### src/sv/rgb_to_rgbw_via_hsi_top_defines.svh
// Assertion macros used by the RGBW converter top level.
`ifndef RGB_TO_RGBW_VIA_HSI_TOP_DEFINES_SVH
`define RGB_TO_RGBW_VIA_HSI_TOP_DEFINES_SVH

// Same-cycle implication, checked on clk, idle during reset.
`define RGBW_ASSERT_NOW(lbl, ante, cons, msg) \
    lbl: assert property (@(posedge clk) disable iff (!rst_n) (ante) |-> (cons)) \
        else $error(msg);

// Next-cycle implication, checked on clk, idle during reset.
`define RGBW_ASSERT_NXT(lbl, ante, cons, msg) \
    lbl: assert property (@(posedge clk) disable iff (!rst_n) (ante) |=> (cons)) \
        else $error(msg);

`endif

### src/sv/rgbw_pkg.sv
// ----------------------------------------------------------------------------
// rgbw_pkg
// Shared types, constants and helper functions for the RGB to RGBW converter.
// ----------------------------------------------------------------------------
package rgbw_pkg;

    localparam int unsigned RATIO_TABLE_SIZE_DEF = 256;

    // Long division: 20 quotient bits, 4 per pipeline stage
    localparam int unsigned DIV_QW     = 20;
    localparam int unsigned DIV_STEP   = 4;
    localparam int unsigned DIV_STAGES = DIV_QW / DIV_STEP;
    localparam int unsigned NUM_W      = 26;
    localparam int unsigned DEN_W      = 10;

    localparam logic [15:0] SECTOR_Q7 = 16'd15360;
    localparam logic [15:0] FULL_Q7   = 16'd46080;

    // floor(sum * 65536 / 765) == (sum * IQ_RECIP) >> 20 for sum <= 765
    localparam logic [26:0] IQ_RECIP  = 27'd89829382;
    // floor(y / 15) == (y * DIV15_RECIP) >> 20 for y < 2^16
    localparam logic [16:0] DIV15_RECIP = 17'd69906;

    localparam longint unsigned PI_Q30  = 64'd3373259426;
    localparam longint unsigned ONE_Q30 = 64'd1073741824;

    typedef enum logic [1:0] {MAX_RED, MAX_GREEN, MAX_BLUE} max_sel_t;
    typedef enum logic [1:0] {SEC_RG, SEC_GB, SEC_BR} sector_t;

    typedef struct packed {
        logic [7:0]  led_index;
        max_sel_t    max_sel;
        logic [16:0] iq;
    } div_side_t;

    typedef struct packed {
        div_side_t        side;
        logic [NUM_W-1:0] sat_num;
        logic [DEN_W-1:0] sat_den;
        logic [NUM_W-1:0] hue_num;
        logic [DEN_W-1:0] hue_den;
    } div_in_t;

    typedef struct packed {
        div_side_t         side;
        logic [DIV_QW-1:0] sat_quo;
        logic [DIV_QW-1:0] hue_quo;
    } div_out_t;

    // Four restoring-division steps; rem stays below den
    function automatic logic [DEN_W+DIV_STEP-1:0] div_step4(
        input logic [DEN_W-1:0]    rem,
        input logic [DIV_STEP-1:0] bits,
        input logic [DEN_W-1:0]    den
    );
        logic [DEN_W:0]      t;
        logic [DEN_W-1:0]    r;
        logic [DIV_STEP-1:0] q;
        r = rem;
        q = '0;
        for (int i = DIV_STEP - 1; i >= 0; i--)
        begin
            t = {r, bits[i]};
            if (t >= {1'b0, den})
            begin
                t    = t - {1'b0, den};
                q[i] = 1'b1;
            end
            r = t[DEN_W-1:0];
        end
        return {r, q};
    endfunction

    // Shift-subtract unsigned division, elaboration use only
    function automatic longint unsigned udiv64(
        input longint unsigned num,
        input longint unsigned den
    );
        longint unsigned quo;
        longint unsigned rem;
        quo = '0;
        rem = '0;
        for (int i = 63; i >= 0; i--)
        begin
            rem = {rem[62:0], num[i]};
            if (rem >= den)
            begin
                rem    = rem - den;
                quo[i] = 1'b1;
            end
        end
        return quo;
    endfunction

    // Taylor cosine, Q30 in and out, elaboration use only
    function automatic longint cos_q30(input longint unsigned x);
        longint unsigned x2;
        longint unsigned term;
        longint          acc;
        x2   = (x * x) >> 30;
        term = ONE_Q30;
        acc  = longint'(ONE_Q30);
        for (int k = 1; k <= 9; k++)
        begin
            term = udiv64((term * x2) >> 30, longint'((2 * k - 1) * (2 * k)));
            if (k[0])
                acc = acc - longint'(term);
            else
                acc = acc + longint'(term);
        end
        return acc;
    endfunction

    // cos(a)/cos(60-a) in signed Q2.14, a = idx*120/n degrees
    function automatic logic signed [16:0] ratio_entry(
        input int unsigned idx,
        input int unsigned n
    );
        longint unsigned xh;
        longint unsigned dd;
        longint unsigned xd;
        longint unsigned mag;
        longint unsigned den;
        longint unsigned q;
        longint          ch;
        longint          cd;
        xh  = udiv64(longint'(idx) * 2 * PI_Q30, 3 * longint'(n));
        dd  = (2 * idx > n) ? longint'(2 * idx - n) : longint'(n - 2 * idx);
        xd  = udiv64(dd * PI_Q30, 3 * longint'(n));
        ch  = cos_q30(xh);
        cd  = cos_q30(xd);
        mag = (ch < 0) ? longint'(-ch) : longint'(ch);
        den = (cd > 0) ? longint'(cd) : 64'd1;
        q   = udiv64(mag * 32768 + den, 2 * den);
        return (ch < 0) ? -17'(q) : 17'(q);
    endfunction

endpackage

### src/sv/rgbw_front.sv
// ----------------------------------------------------------------------------
// rgbw_front
// Two stages: channel sum and extremes, then intensity and divider operands.
// ----------------------------------------------------------------------------
module rgbw_front
    import rgbw_pkg::*;
(
    input  logic       clk,
    input  logic       rst_n,
    input  logic       in_valid,
    output logic       in_ready,
    input  logic [7:0] led_index,
    input  logic [7:0] in_red,
    input  logic [7:0] in_green,
    input  logic [7:0] in_blue,
    output logic       dn_valid,
    input  logic       dn_ready,
    output div_in_t    dn_data
);

    logic [1:0] v_reg;
    logic [1:0] ld;

    logic [7:0] idx1_reg, r1_reg, g1_reg, b1_reg, mx1_reg, mn1_reg;
    logic [9:0] sum1_reg;
    max_sel_t   sel1_reg;

    logic [7:0] mx_next, mn_next;
    logic [9:0] sum_next;
    max_sel_t   sel_next;

    div_in_t    d2_reg;
    div_in_t    d2_next;

    logic [7:0]  c;
    logic [11:0] nh;
    logic [9:0]  sn;
    logic [36:0] iq_prod;
    logic [23:0] hue_prod;

    assign ld[1]    = !v_reg[1] || dn_ready;
    assign ld[0]    = !v_reg[0] || ld[1];
    assign in_ready = ld[0];
    assign dn_valid = v_reg[1];
    assign dn_data  = d2_reg;

    always_comb
    begin
        mx_next = in_red;
        mn_next = in_red;
        if (in_green > mx_next) mx_next = in_green;
        if (in_blue > mx_next)  mx_next = in_blue;
        if (in_green < mn_next) mn_next = in_green;
        if (in_blue < mn_next)  mn_next = in_blue;
        sum_next = {2'b0, in_red} + {2'b0, in_green} + {2'b0, in_blue};
        // blue beats green, green beats red on a tie
        if (in_blue == mx_next)
            sel_next = MAX_BLUE;
        else if (in_green == mx_next)
            sel_next = MAX_GREEN;
        else
            sel_next = MAX_RED;
    end

    always_comb
    begin
        c = mx1_reg - mn1_reg;
        case (sel1_reg)
            MAX_BLUE:  nh = {2'b0, c, 2'b0} + {4'b0, r1_reg} - {4'b0, g1_reg};
            MAX_GREEN: nh = {3'b0, c, 1'b0} + {4'b0, b1_reg} - {4'b0, r1_reg};
            default:   nh = {2'b0, c, 2'b0} + {3'b0, c, 1'b0}
                            + {4'b0, g1_reg} - {4'b0, b1_reg};
        endcase
        sn       = sum1_reg - ({2'b0, mn1_reg} + {1'b0, mn1_reg, 1'b0});
        iq_prod  = {27'b0, sum1_reg} * {10'b0, IQ_RECIP};
        hue_prod = {12'b0, nh} * 24'd7680;

        d2_next.side.led_index = idx1_reg;
        d2_next.side.max_sel   = sel1_reg;
        d2_next.side.iq        = iq_prod[36:20];
        if (c == 8'd0)
        begin
            // grey: hue and saturation come out as zero
            d2_next.sat_num = '0;
            d2_next.sat_den = DEN_W'(1);
            d2_next.hue_num = '0;
            d2_next.hue_den = DEN_W'(1);
        end
        else
        begin
            d2_next.sat_num = {sn, 16'b0};
            d2_next.sat_den = sum1_reg;
            d2_next.hue_num = {2'b0, hue_prod};
            d2_next.hue_den = {2'b0, c};
        end
    end

    always_ff @(posedge clk or negedge rst_n)
    begin
        if (!rst_n)
            v_reg <= '0;
        else
        begin
            if (ld[0]) v_reg[0] <= in_valid;
            if (ld[1]) v_reg[1] <= v_reg[0];
        end
    end

    always_ff @(posedge clk)
    begin
        if (ld[0])
        begin
            idx1_reg <= led_index;
            r1_reg   <= in_red;
            g1_reg   <= in_green;
            b1_reg   <= in_blue;
            mx1_reg  <= mx_next;
            mn1_reg  <= mn_next;
            sum1_reg <= sum_next;
            sel1_reg <= sel_next;
        end
        if (ld[1])
            d2_reg <= d2_next;
    end

endmodule

### config.mk
export PLATFORM = sky130hd
export DESIGN_NAME = rgbw_front
export DESIGN_NICKNAME = d
export VERILOG_FILES = /design/src/sv/rgb_to_rgbw_via_hsi_top_defines.svh /design/src/sv/rgbw_pkg.sv /design/src/sv/rgbw_front.sv
export SDC_FILE = /design/constraint.sdc
export NUM_CORES = 1
export LEC_CHECK = 0
export ABC_AREA = 1
export BUFFER_PORTS_ARGS = -buffer_cell sky130_fd_sc_hd__buf_2
export CAP_MARGIN = 20
export CORE_MARGIN = 1
export CORE_UTILIZATION = 45
export CTS_CLUSTER_DIAMETER = 200
export DETAILED_ROUTE_END_ITERATION = 10
export GPL_TIMING_DRIVEN = 0
export PLACE_DENSITY = 0.6
export SKIP_LAST_GASP = 1
export SYNTH_ARGS = -nofsm -noshare
export SYNTH_HDL_FRONTEND = slang
export SYNTH_SLANG_ARGS = --single-unit
### constraint.sdc
create_clock -name clk -period 11.4 [get_ports clk]
set_input_delay 0 -clock clk [delete_from_list [all_inputs] [get_ports clk]]
set_output_delay 0 -clock clk [all_outputs]
set_load 0.03 [all_outputs]
==> reports/qor.csv, run 1 <==
stage,metric,value,unit
worst_setup_path,critPathLaunch,mx1_reg[0],
route,via_per_inst,5.01,
synth,yosysUniqueCellTypes,52,
timing,slew_viol_final,0,
cts,htreeDepth,4,
layout,drive_gt1_share,12.0,%
die,fp.dieH,178,um
route,routedWlPerCell,16.0,um
place,dp_cells,2112,
cts,clock_sinks,132,
synth,ys_warn_count,0,
global_route,grt_overflow_total,0,
place,place.gp.congestion,0.960,
timing,setup_violations,0,
cts,cts_resized,0,
synth,ys_ff_latch,132,
synth,syn_area,0.0140,sq mm
worst_setup_path,reg2reg_depth,29,
cts,cts_tree,built,
layout,final_area,0.0161,sq mm
timing,fmax,136,MHz
worst_setup_path,critical_path.endpoint,dn_data[33],
route,num_vias,10923,
worst_setup_path,worstReg2RegEnd,dn_data[33],
route,postRouteAntennaNets,0,
place,placed_area,0.0152,sq mm
cts,cts_root_buf,clkbuf_16,
route,drt-total-wl,34.9,mm
die,row_count,64,
worst_setup_path,start_kind,flop,
worst_setup_path,crit_path_frequent_cell,fa_1,
die,boundaryPins,137,
timing,tns,0,ns
layout,utilization,52.7,%
timing,period_minus_slack,7.35,ns
status,status,finished clean,
cts,cts_buffers,17,
die,dieArea,0.0318,sq mm
worst_setup_path,crit_type,reg2reg,
worst_setup_path,r2r-start,mx1_reg[0],
layout,layout.nets,2114,
job,maxCapViolCount,0,
timing,slew_headroom,36.2,%
global_route,antenna_found_initial,0,
global_route,grt_max_degree,69,
layout,multi_input_area,0.00868,sq mm
place,portBuffers,107,
worst_setup_path,cp_max_fo,6,
cts,clockBufferDepth,2,
layout,n_fill_cell,2870,
worst_setup_path,rrSetupSlack,4.05,ns
synth,yosys_most_used_dff,edfxtp_1,
global_route,grt_pass1_wl,56.0,mm
worst_setup_path,cp.required,11.58,ns
global_route,grt_pass1_vias,10636,
min_path,hold_class,in2reg,
synth,synthArstFlopShare,1.52,%
timing,finalHoldViolations,0,
worst_setup_path,critPathCaptureType,flop,
worst_setup_path,crit_slowest_cell,xor2_1,
cts,worstSkewPairLatency,0.43,ns
timing,tightest_slew,0.954,ns
route,drc_errors,0,
worst_setup_path,cpPeakStageDelay,0.75,ns
cts,path_clk_slew,0.07,ns
timing,fin_crit_sh,64.5,%
place,dpl.hpwl,28.7,mm
worst_setup_path,cp.arrival,7.54,ns
layout,final-seq-area,0.00395,sq mm
timing,rsz0062_at_grt,false,
layout,largest_reg_flops,70,
synth,synth.avg_cell_area,8.84,sq um
layout,syn_to_final_growth,15.3,%
die,core_area,0.0306,sq mm
synth,synth_edf_count,130,
route,first_pass_iters,5,
route,drt_iter0_drc,549,
synth,syn_inst,1580,
synth,synth_seq_area_share,28.3,%
layout,antenna_cells,0,
die,chipWidth,178,um
layout,stdcell_count,2181,
global_route,gr-usage-all-layers,23.2,%
die,start_util,45.7,%
timing,skew,0.0127,ns
## layout by cell type (no fill, tap or decap), drive strengths merged, types with 2 or more instances in the layout
master       Yosys  layout
o311ai           2       2
a21boi           5       5
clkinvlp         0       4
a31oi            4       4
nand4           13      13
o211ai           2       2
dfrtp            2       2
nor4             3       3
buf             39     147
xor2            33      33
xnor2           12      12
nand3           87      87
a21oi          104     104
clkinv           1       3
a211oi           3       3
inv            307     314
clkbuf           4      22
nor2            98      98
a21o             4       4
dlygate4sd3      0      36
o2111ai          5       5
ha             199     199
edfxtp         130     130
o21bai          14      14
or2             11      11
fa             107     107
conb             1      29
o21a             3       3
nand2          291     291
bufinv           0       2
o21ai           74      74
o22ai            5       5
nor3            10      10
## worst min-delay path by stage
| stage | startpoint | slack (ns) | end | depth (start not counted) |
|---|---|---|---|---|
| detailed placement | rst_n | -0.21 | v_reg[0] | 1 |
| global placement | rst_n | -0.21 | v_reg[0] | 1 |
| global route | led_index[4] | 0.29 | idx1_reg[4] | 2 |
| floorplan | rst_n | -0.30 | v_reg[0] | 0 |
| finish | led_index[5] | 0.30 | idx1_reg[5] | 2 |
| CTS | led_index[2] | 0.28 | idx1_reg[2] | 2 |
## Yosys cell counts (2+ instances only)
library cell	instances	share of area, %
or2_2	10	0.45
o311ai_0	2	0.13
a21oi_1	100	3.6
edfxtp_1	130	28
o211ai_1	2	0.11
nand4_1	12	0.54
a21o_1	4	0.21
a211oi_1	3	0.16
o21a_1	3	0.16
xnor2_1	12	0.75
nand3_1	86	3.1
nand2_2	5	0.22
o21bai_1	14	0.75
fa_1	107	15
o2111ai_1	5	0.31
nand2_1	282	7.6
o21ai_1	6	0.21
o21ai_0	68	2.4
a31oi_1	4	0.18
inv_1	306	8.2
a21boi_0	5	0.27
buf_4	32	1.7
xor2_1	31	1.9
buf_2	4	0.14
nor3_1	10	0.36
nor2_1	95	2.6
buf_6	2	0.16
clkbuf_1	4	0.11
ha_1	199	18
dfrtp_1	2	0.36
a21oi_2	4	0.25
nor2_2	2	0.090
nand2_4	4	0.32
o22ai_1	5	0.22
nor4_1	3	0.13
## cell families (layout without fill, tap and decap cells)
logic type / count (synthesis) / count (layout) / share of synthesized area (%)
AND/OR/NAND/NOR: 515 / 515 / 15.8
buffers and inverters: 351 / 528 / 10.4
adder cells (fa/ha/maj): 306 / 306 / 33.2
AO/OA/AOI/OAI: 230 / 230 / 9.31
flip-flops: 132 / 132 / 28.3
XOR/XNOR: 45 / 45 / 3.01
other: 1 / 29 / 0.0268
## layer usage
layer	routed length (um)	vias up	GRT usage, %
met2	15400	263	36.2
li1	-	5501	-
met4	552	0	6.18
met1	17400	5128	33.7
met3	1530	31	3.09
met5	0	-	0
## critical path, delay by kind of cell, from the launching register on
kind                       cells  cell delay (ns)
AOI/OAI and AO/OA              7             1.30
xor gates and xnor gates       1             0.75
adders and majority gates      8             3.42
buffers and inverters          4             0.33
DFF                            1             0.37
and+or+nand+nor                9             0.93
## stage by stage
stage	hold WS [ns]	worst slack (ns)
floorplan	-0.296	5.06
global route	0.289	3.45
global placement	-0.215	4.02
detailed placement	-0.212	4.03
CTS	0.283	3.99
finish	0.302	4.05
## area by class of cell
cell class	count	share of cell area [%]
clock inverters	15	1.05
inverters	308	7.18
flip-flops and latches	132	24.5
plain buffers	43	1.87
clock buffers	17	2.64
multi-input cells	1125	53.9
repair buffers	145	5.76
well taps	396	3.08
## timing repair
item | in CTS | in global routing
endpoints found under the hold margin | 38 | 0
hold buffers | 36 | 0
setup buffers | 0 | 0
Power of run 1 is left out: the tool's default activity adds up to more than one toggle a clock period on the data nets, which glitch-free logic cannot reach.
==> inputs of run 2 (changes only) <==
--- a/config.mk
+++ b/config.mk
@@ -5,7 +5,7 @@
 export SDC_FILE = /design/constraint.sdc
 export NUM_CORES = 1
 export LEC_CHECK = 0
-export ABC_AREA = 1
+export ABC_AREA = 0
 export BUFFER_PORTS_ARGS = -buffer_cell sky130_fd_sc_hd__buf_2
 export CAP_MARGIN = 20
 export CORE_MARGIN = 1
@@ -13,7 +13,7 @@
 export CTS_CLUSTER_DIAMETER = 200
 export DETAILED_ROUTE_END_ITERATION = 10
 export GPL_TIMING_DRIVEN = 0
-export PLACE_DENSITY = 0.6
+export PLACE_DENSITY = 0.63
 export SKIP_LAST_GASP = 1
 export SYNTH_ARGS = -nofsm -noshare
 export SYNTH_HDL_FRONTEND = slang
==> constraint.sdc (replaced) <==
create_clock -name clk -period 5.9 [get_ports clk]
set_input_delay 0 -clock clk [delete_from_list [all_inputs] [get_ports clk]]
set_output_delay 0 -clock clk [all_outputs]
set_load 0.03 [all_outputs]
==> run 2 against run 1 <==
  * The run now ends with negative setup slack left
  * Final cell count decreased by 16%
  * Sequential share of layout area increased by 0.33 points
  * Synthesized area decreased by 6.8%
  * Largest cell class unchanged
  * Global-route usage decreased by 1.7 points
==> reports/qor.csv, run 2 <==
stage,metric,value,unit
timing,slew_viol_final,0,
route,wl_met2,14.1,mm
route,routedLengthMet1,14.8,mm
cts,worstSkewPairLatency,0.43,ns
timing,fin_crit_sh,108,%
worst_setup_path,cp.arrival,6.56,ns
min_path,hold_class,in2reg,
place,dpl.hpwl,24.0,mm
cts,cts_tree,built,
global_route,grt_overflow_total,0,
cts,cts_buffers,17,
worst_setup_path,cp.required,6.06,ns
worst_setup_path,crit_type,reg2reg,
synth,synth_seq_area_share,30.4,%
timing,tns,-2.23,ns
route,highest_layer,met4,
global_route,grt_max_degree,72,
layout,antenna_cells,0,
global_route,grt_pass1_wl,47.9,mm
die,fp.dieH,172,um
synth,synth_top_area_share,30.0,%
layout,utilization,56.6,%
worst_setup_path,crit_path_frequent_cell,fa_1,
cts,clockBufferDepth,2,
worst_setup_path,cpLargestDelayFamily,adder cells,
route,first_pass_iters,4,
timing,skew,0.0111,ns
global_route,antenna_found_initial,0,
synth,synth_top_area_cell,edfxtp_1,
global_route,gr-usage-all-layers,21.5,%
timing,tightest_slew,0.929,ns
place,portBuffers,107,
synth,yosys-top-cells-area,"edfxtp_1 (30%), ha_1 (19%), fa_1 (16%), inv_1 (6.1%), xnor2_1 (4.0%)",
timing,period_minus_slack,6.39,ns
layout,final_common_cell,inv_1,
synth,ys_ff_latch,132,
die,dieArea,0.0296,sq mm
layout,stdcell_count,1826,
die,row_count,61,
synth,synth_most_common_cell,inv_1,
timing,finalHoldViolations,0,
die,core_area,0.0281,sq mm
route,drc_errors,0,
route,num_vias,9245,
synth,syn_area,0.0130,sq mm
route,via_per_inst,5.06,
synth,yosys_most_used_dff,edfxtp_1,
place,dp_cells,1726,
layout,layout_common_cells,"inv_1 (201), ha_1 (185), edfxtp_1 (130)",
job,maxCapViolCount,0,
layout,layout.nets,1777,
worst_setup_path,cp_max_fo,4,
route,drt_iter0_drc,510,
timing,setup_violations,6,
synth,synthArstFlopShare,1.52,%
route,drt-total-wl,30.8,mm
synth,yosysUniqueCellTypes,61,
layout,syn_to_final_growth,22.2,%
synth,synthTopCellsByCount,"inv_1 (213), ha_1 (199), edfxtp_1 (130)",
cts,htreeDepth,4,
die,chipWidth,172,um
synth,syn_inst,1210,
cts,path_clk_slew,0.06,ns
route,routedWlPerCell,16.9,um
place,place.gp.congestion,0.892,
synth,ys_warn_count,0,
die,start_util,46.3,%
layout,largest_reg_flops,70,
timing,setup_ws,-0.492,ns
synth,synth_edf_count,130,
status,violations,negative setup slack,
worst_setup_path,crit_slowest_cell,fa_1,
worst_setup_path,start_kind,flop,
synth,synth.avg_cell_area,10.8,sq um
route,wl_met3,1.43,mm
cts,cts_root_buf,clkbuf_16,
layout,drive_gt1_share,19.8,%
die,boundaryPins,137,
worst_setup_path,critPathCaptureType,flop,
cts,clock_sinks,132,
global_route,grt_pass1_vias,9060,
route,postRouteAntennaNets,0,
timing,slew_headroom,38.1,%
status,status,"complete, but fails checks",
worst_setup_path,cpPeakStageDelay,0.56,ns
timing,rsz0062_at_grt,true,
worst_setup_path,critPathBufInv,6,
timing,fmax,156,MHz
[run 2: changes by cell type in the layout (fill, tap and decap cells not counted), sizes merged, moves of 10 or more]
cell	before	now
buf	147	174
o21ai	74	27
a21o	4	28
mux2i	0	17
nand2	291	34
nand2b	0	11
a21oi	104	76
nor3	10	20
nor2	98	62
xnor2	12	59
inv	314	216
nor2b	0	17
nand3	87	11
[run 2: final timing paths]
path | slack (ns) | start | end | cells after the start
min in group asynchronous | 0.42 | rst_n | v_reg[0] | 3
worst min-delay path | 0.26 | dn_ready | v_reg[0] | 3
worst max register to register | -0.49 | mx1_reg[0] | dn_data[33] | 28
worst min register to register | 0.42 | idx1_reg[4] | dn_data[95] | 0
max in group asynchronous | 5.35 | rst_n | v_reg[1] | 3
worst max-delay path | -0.49 | mx1_reg[0] | dn_data[33] | 28
[run 2: timing repair]
action / 4_1_cts / 5_1_grt
buffers inserted: 18 / 16
pin swaps: 27 / 52
endpoints found under the hold margin: 36 / 0
setup endpoints to repair: 10 / 13
gates resized for setup: 27 / 32
hold buffers: 35 / 0
[run 2: stage by stage]
step / hold WS (ns) / instance area, sq um / worst slack, ns
2_1_floorplan: -0.296 / 13300 / -0.131
3_3_place_gp: -0.214 / 14300 / -0.804
3_5_place_dp: -0.211 / 14400 / -0.841
4_1_cts: 0.271 / 15600 / -0.473
5_1_grt: 0.304 / 15900 / -0.755
6_report: 0.258 / 15900 / -0.492
[run 2: layout make-up]
cell class | count | area, sq um
Buffer | 44 | 275
Clock buffer | 18 | 439
Clock inverter | 14 | 199
Fill cell | 2421 | 12200
Inverter | 213 | 800
Multi-Input combinational cell | 849 | 8550
Sequential cell | 132 | 3950
Tap cell | 378 | 473
Timing Repair Buffer | 178 | 1210
[run 2: worst register-to-register path: cells and delay by family (launching register included)]
family	cells	cell delay, ns
flops	1	0.39
mux	1	0.28
buf+inv	6	0.44
xor+xnor	3	0.45
fa+ha+maj	8	3.16
simple gates	6	0.71
compound gates	4	0.71
[run 2: kinds of logic after synthesis]
| group | after synthesis | share of synthesized area [%] |
|---|---|---|
| other | 1 | 0.0288 |
| muxes | 19 | 1.48 |
| DFF | 132 | 30.4 |
| buffers and inverters | 257 | 8.26 |
| xor gates and xnor gates | 92 | 6.19 |
| and+or+nand+nor | 185 | 6.93 |
| AOI/OAI and AO/OA | 218 | 11.1 |
| adders and majority gates | 306 | 35.6 |
[run 2: routing by layer]
metal  track usage (%)  up-vias
met3              2.75       33
met5                 0        -
li1                  -     4554
met2              35.0      234
met4              5.89        0
met1              30.0     4424
Power of run 2 is left out for the same reason.
==> inputs of run 3 (changes only) <==
--- a/config.mk
+++ b/config.mk
@@ -13,7 +13,7 @@
 export CTS_CLUSTER_DIAMETER = 200
 export DETAILED_ROUTE_END_ITERATION = 10
 export GPL_TIMING_DRIVEN = 0
-export PLACE_DENSITY = 0.63
+export PLACE_DENSITY = 0.61
 export SKIP_LAST_GASP = 1
 export SYNTH_ARGS = -nofsm -noshare
 export SYNTH_HDL_FRONTEND = slang
==> constraint.sdc (replaced) <==
create_clock -name clk -period 6.4 [get_ports clk]
set_input_delay 0 -clock clk [delete_from_list [all_inputs] [get_ports clk]]
set_output_delay 0 -clock clk [all_outputs]
set_load 0.03 [all_outputs]
==> run 3 against run 2 <==
  * The flow still finishes with violations (negative setup slack)
  * Worst hold slack better by 0.036 ns
  * Maximum frequency is 1.6% lower
  * Clock-buffer cell count stayed put
  * Register-to-register slack better by 0.39 ns
  * Via count is 0.80% lower
  * Non-clock buffer count is 7 lower
  * Clock skew is 0.00092 ns higher
  * Utilization is 0.72 points lower
  * Cell area is 1.3% lower
  * First-iteration DRC count is 3.5% lower
  * Largest cell class unchanged
  * Sequential cell count stayed put
  * Die area stayed put
==> reports/qor.csv, run 3 (synthesized netlist as in run 2, its figures left out) <==
stage,metric,value,unit
route,num_vias,9171,
worst_setup_path,reg2reg_depth,28,
min_path,min_to,idx1_reg[7],
cts,htreeDepth,4,
worst_setup_path,critPathCaptureType,flop,
status,status,"complete, but fails checks",
cts,clockBufferDepth,2,
timing,fin_crit_sh,102,%
timing,setup_violations,5,
worst_setup_path,cpPeakStageDelay,0.58,ns
worst_setup_path,cp.arrival,6.66,ns
worst_setup_path,rrSetupSlack,-0.1,ns
route,drc_errors,0,
global_route,grt_pass1_wl,47.7,mm
cts,worstSkewPairLatency,0.43,ns
cts,path_clk_slew,0.07,ns
layout,syn_to_final_growth,20.6,%
route,via_per_inst,5.04,
layout,largest_reg_flops,70,
timing,skew,0.0120,ns
layout,n_fill_cell,2507,
die,start_util,46.3,%
global_route,gr-usage-all-layers,21.2,%
timing,rsz0062_at_grt,true,
layout,layout.nets,1770,
layout,antenna_cells,0,
route,drt_iter0_drc,492,
job,maxCapViolCount,0,
layout,drive_gt1_share,18.5,%
cts,cts_buffers,17,
layout,layout_common_cells,"inv_1 (206), ha_1 (189), edfxtp_1 (130)",
route,first_pass_iters,5,
die,boundaryPins,137,
worst_setup_path,crit_slowest_cell,fa_2,
timing,period_minus_slack,6.50,ns
cts,clock_sinks,132,
worst_setup_path,crit_type,reg2reg,
min_path,min-delay-start,led_index[7],
global_route,grt_overflow_total,0,
min_path,min_path_cells,2,
global_route,grt_max_degree,72,
status,violations,negative setup slack,
cts,cts_tree,built,
timing,finalHoldViolations,0,
worst_setup_path,r2r-start,mx1_reg[0],
timing,slew_headroom,33.0,%
die,row_count,61,
route,drt-total-wl,30.3,mm
place,dpl.hpwl,23.7,mm
layout,final_common_cell,inv_1,
die,dieArea,0.0296,sq mm
timing,slew_viol_final,0,
global_route,antenna_found_initial,0,
worst_setup_path,cp_max_fo,5,
die,fp.dieH,172,um
min_path,hold_class,in2reg,
layout,utilization,55.9,%
worst_setup_path,cp.required,6.56,ns
timing,setup_ws,-0.0981,ns
worst_setup_path,start_kind,flop,
place,portBuffers,107,
place,place.gp.congestion,0.912,
cts,cts_root_buf,clkbuf_16,
global_route,grt_pass1_vias,8922,
worst_setup_path,worstReg2RegEnd,dn_data[32],
route,routedWlPerCell,16.7,um
die,core_area,0.0281,sq mm
die,chipWidth,172,um
timing,fmax,154,MHz
timing,tightest_slew,0.999,ns
route,postRouteAntennaNets,0,
run 3: cell types whose count changed in the layout (fill, tap and decap cells not counted), moves of 3 or more:
cell        before  now
a21oi_1         60   63
a21oi_2         13    9
buf_4           60   53
bufinv_16        4    1
clkinvlp_4       1    4
ha_1           185  189
ha_4            12    7
inv_1          201  206
inv_2           12    7
run 3: cell type report:
| cell class | count | area, sq um | area share, % |
|---|---|---|---|
| Clock buffer | 18 | 439 | 2.80 |
| Multi-Input combinational cell | 849 | 8460 | 53.9 |
| Clock inverter | 14 | 141 | 0.901 |
| Inverter | 213 | 800 | 5.09 |
| Timing Repair Buffer | 171 | 1150 | 7.33 |
| Tap cell | 378 | 473 | 3.01 |
| Sequential cell | 132 | 3950 | 25.2 |
| Buffer | 44 | 275 | 1.75 |
run 3: worst max-delay path by stage:
stage	startpoint	to	slack, ns
CTS	mx1_reg[0]	dn_data[33]	0.0006
floorplan	mx1_reg[0]	dn_data[33]	0.04
global placement	mn1_reg[1]	dn_data[33]	-0.71
finish	mx1_reg[0]	dn_data[32]	-0.1
global route	mx1_reg[0]	dn_data[33]	-0.33
detailed placement	mn1_reg[1]	dn_data[32]	-0.79
run 3: routing by layer:
| metal | vias to the layer above | GRT usage, % | wire length [um] | share of wire (%) |
|---|---|---|---|---|
| li1 | 4537 | - | - | - |
| met1 | 4359 | 30.3 | 14800 | 49 |
| met2 | 251 | 33.4 | 13500 | 45 |
| met3 | 24 | 3.20 | 1540 | 5.1 |
| met4 | 0 | 5.69 | 401 | 1.3 |
| met5 | - | 0 | 0 | 0 |
run 3: worst max-delay path, delay by kind of cell (launching register included):
family / cells / cell delay (ns)
adders and majority gates: 8 / 3.22
AOI/OAI and AO/OA: 5 / 0.91
buffers and inverters: 6 / 0.51
and+or+nand+nor: 5 / 0.46
xor gates and xnor gates: 3 / 0.43
DFF: 1 / 0.37
muxes: 1 / 0.32
run 3: timing repair:
item,CTS,global route
setup endpoints to repair,7,7
pin swaps,16,36
hold endpoints to repair,35,0
hold buffers,35,0
resized for setup,36,35
cloned,0,0
setup buffers,13,13
run 3: metrics by stage:
stage          area, sq um  instances  setup TNS, ns  hold slack [ns]  setup slack [ns]
6_report             15700       1819         -0.288            0.295           -0.0981
5_1_grt              15700       1819          -1.47            0.292            -0.325
4_1_cts              15400       1806              0            0.280          0.000569
3_5_place_dp         14200       1726          -3.88           -0.214            -0.791
3_3_place_gp         14100       1723          -3.44           -0.215            -0.708
2_1_floorplan        13100       1238              0           -0.296            0.0403
Power of run 3 is left out for the same reason.
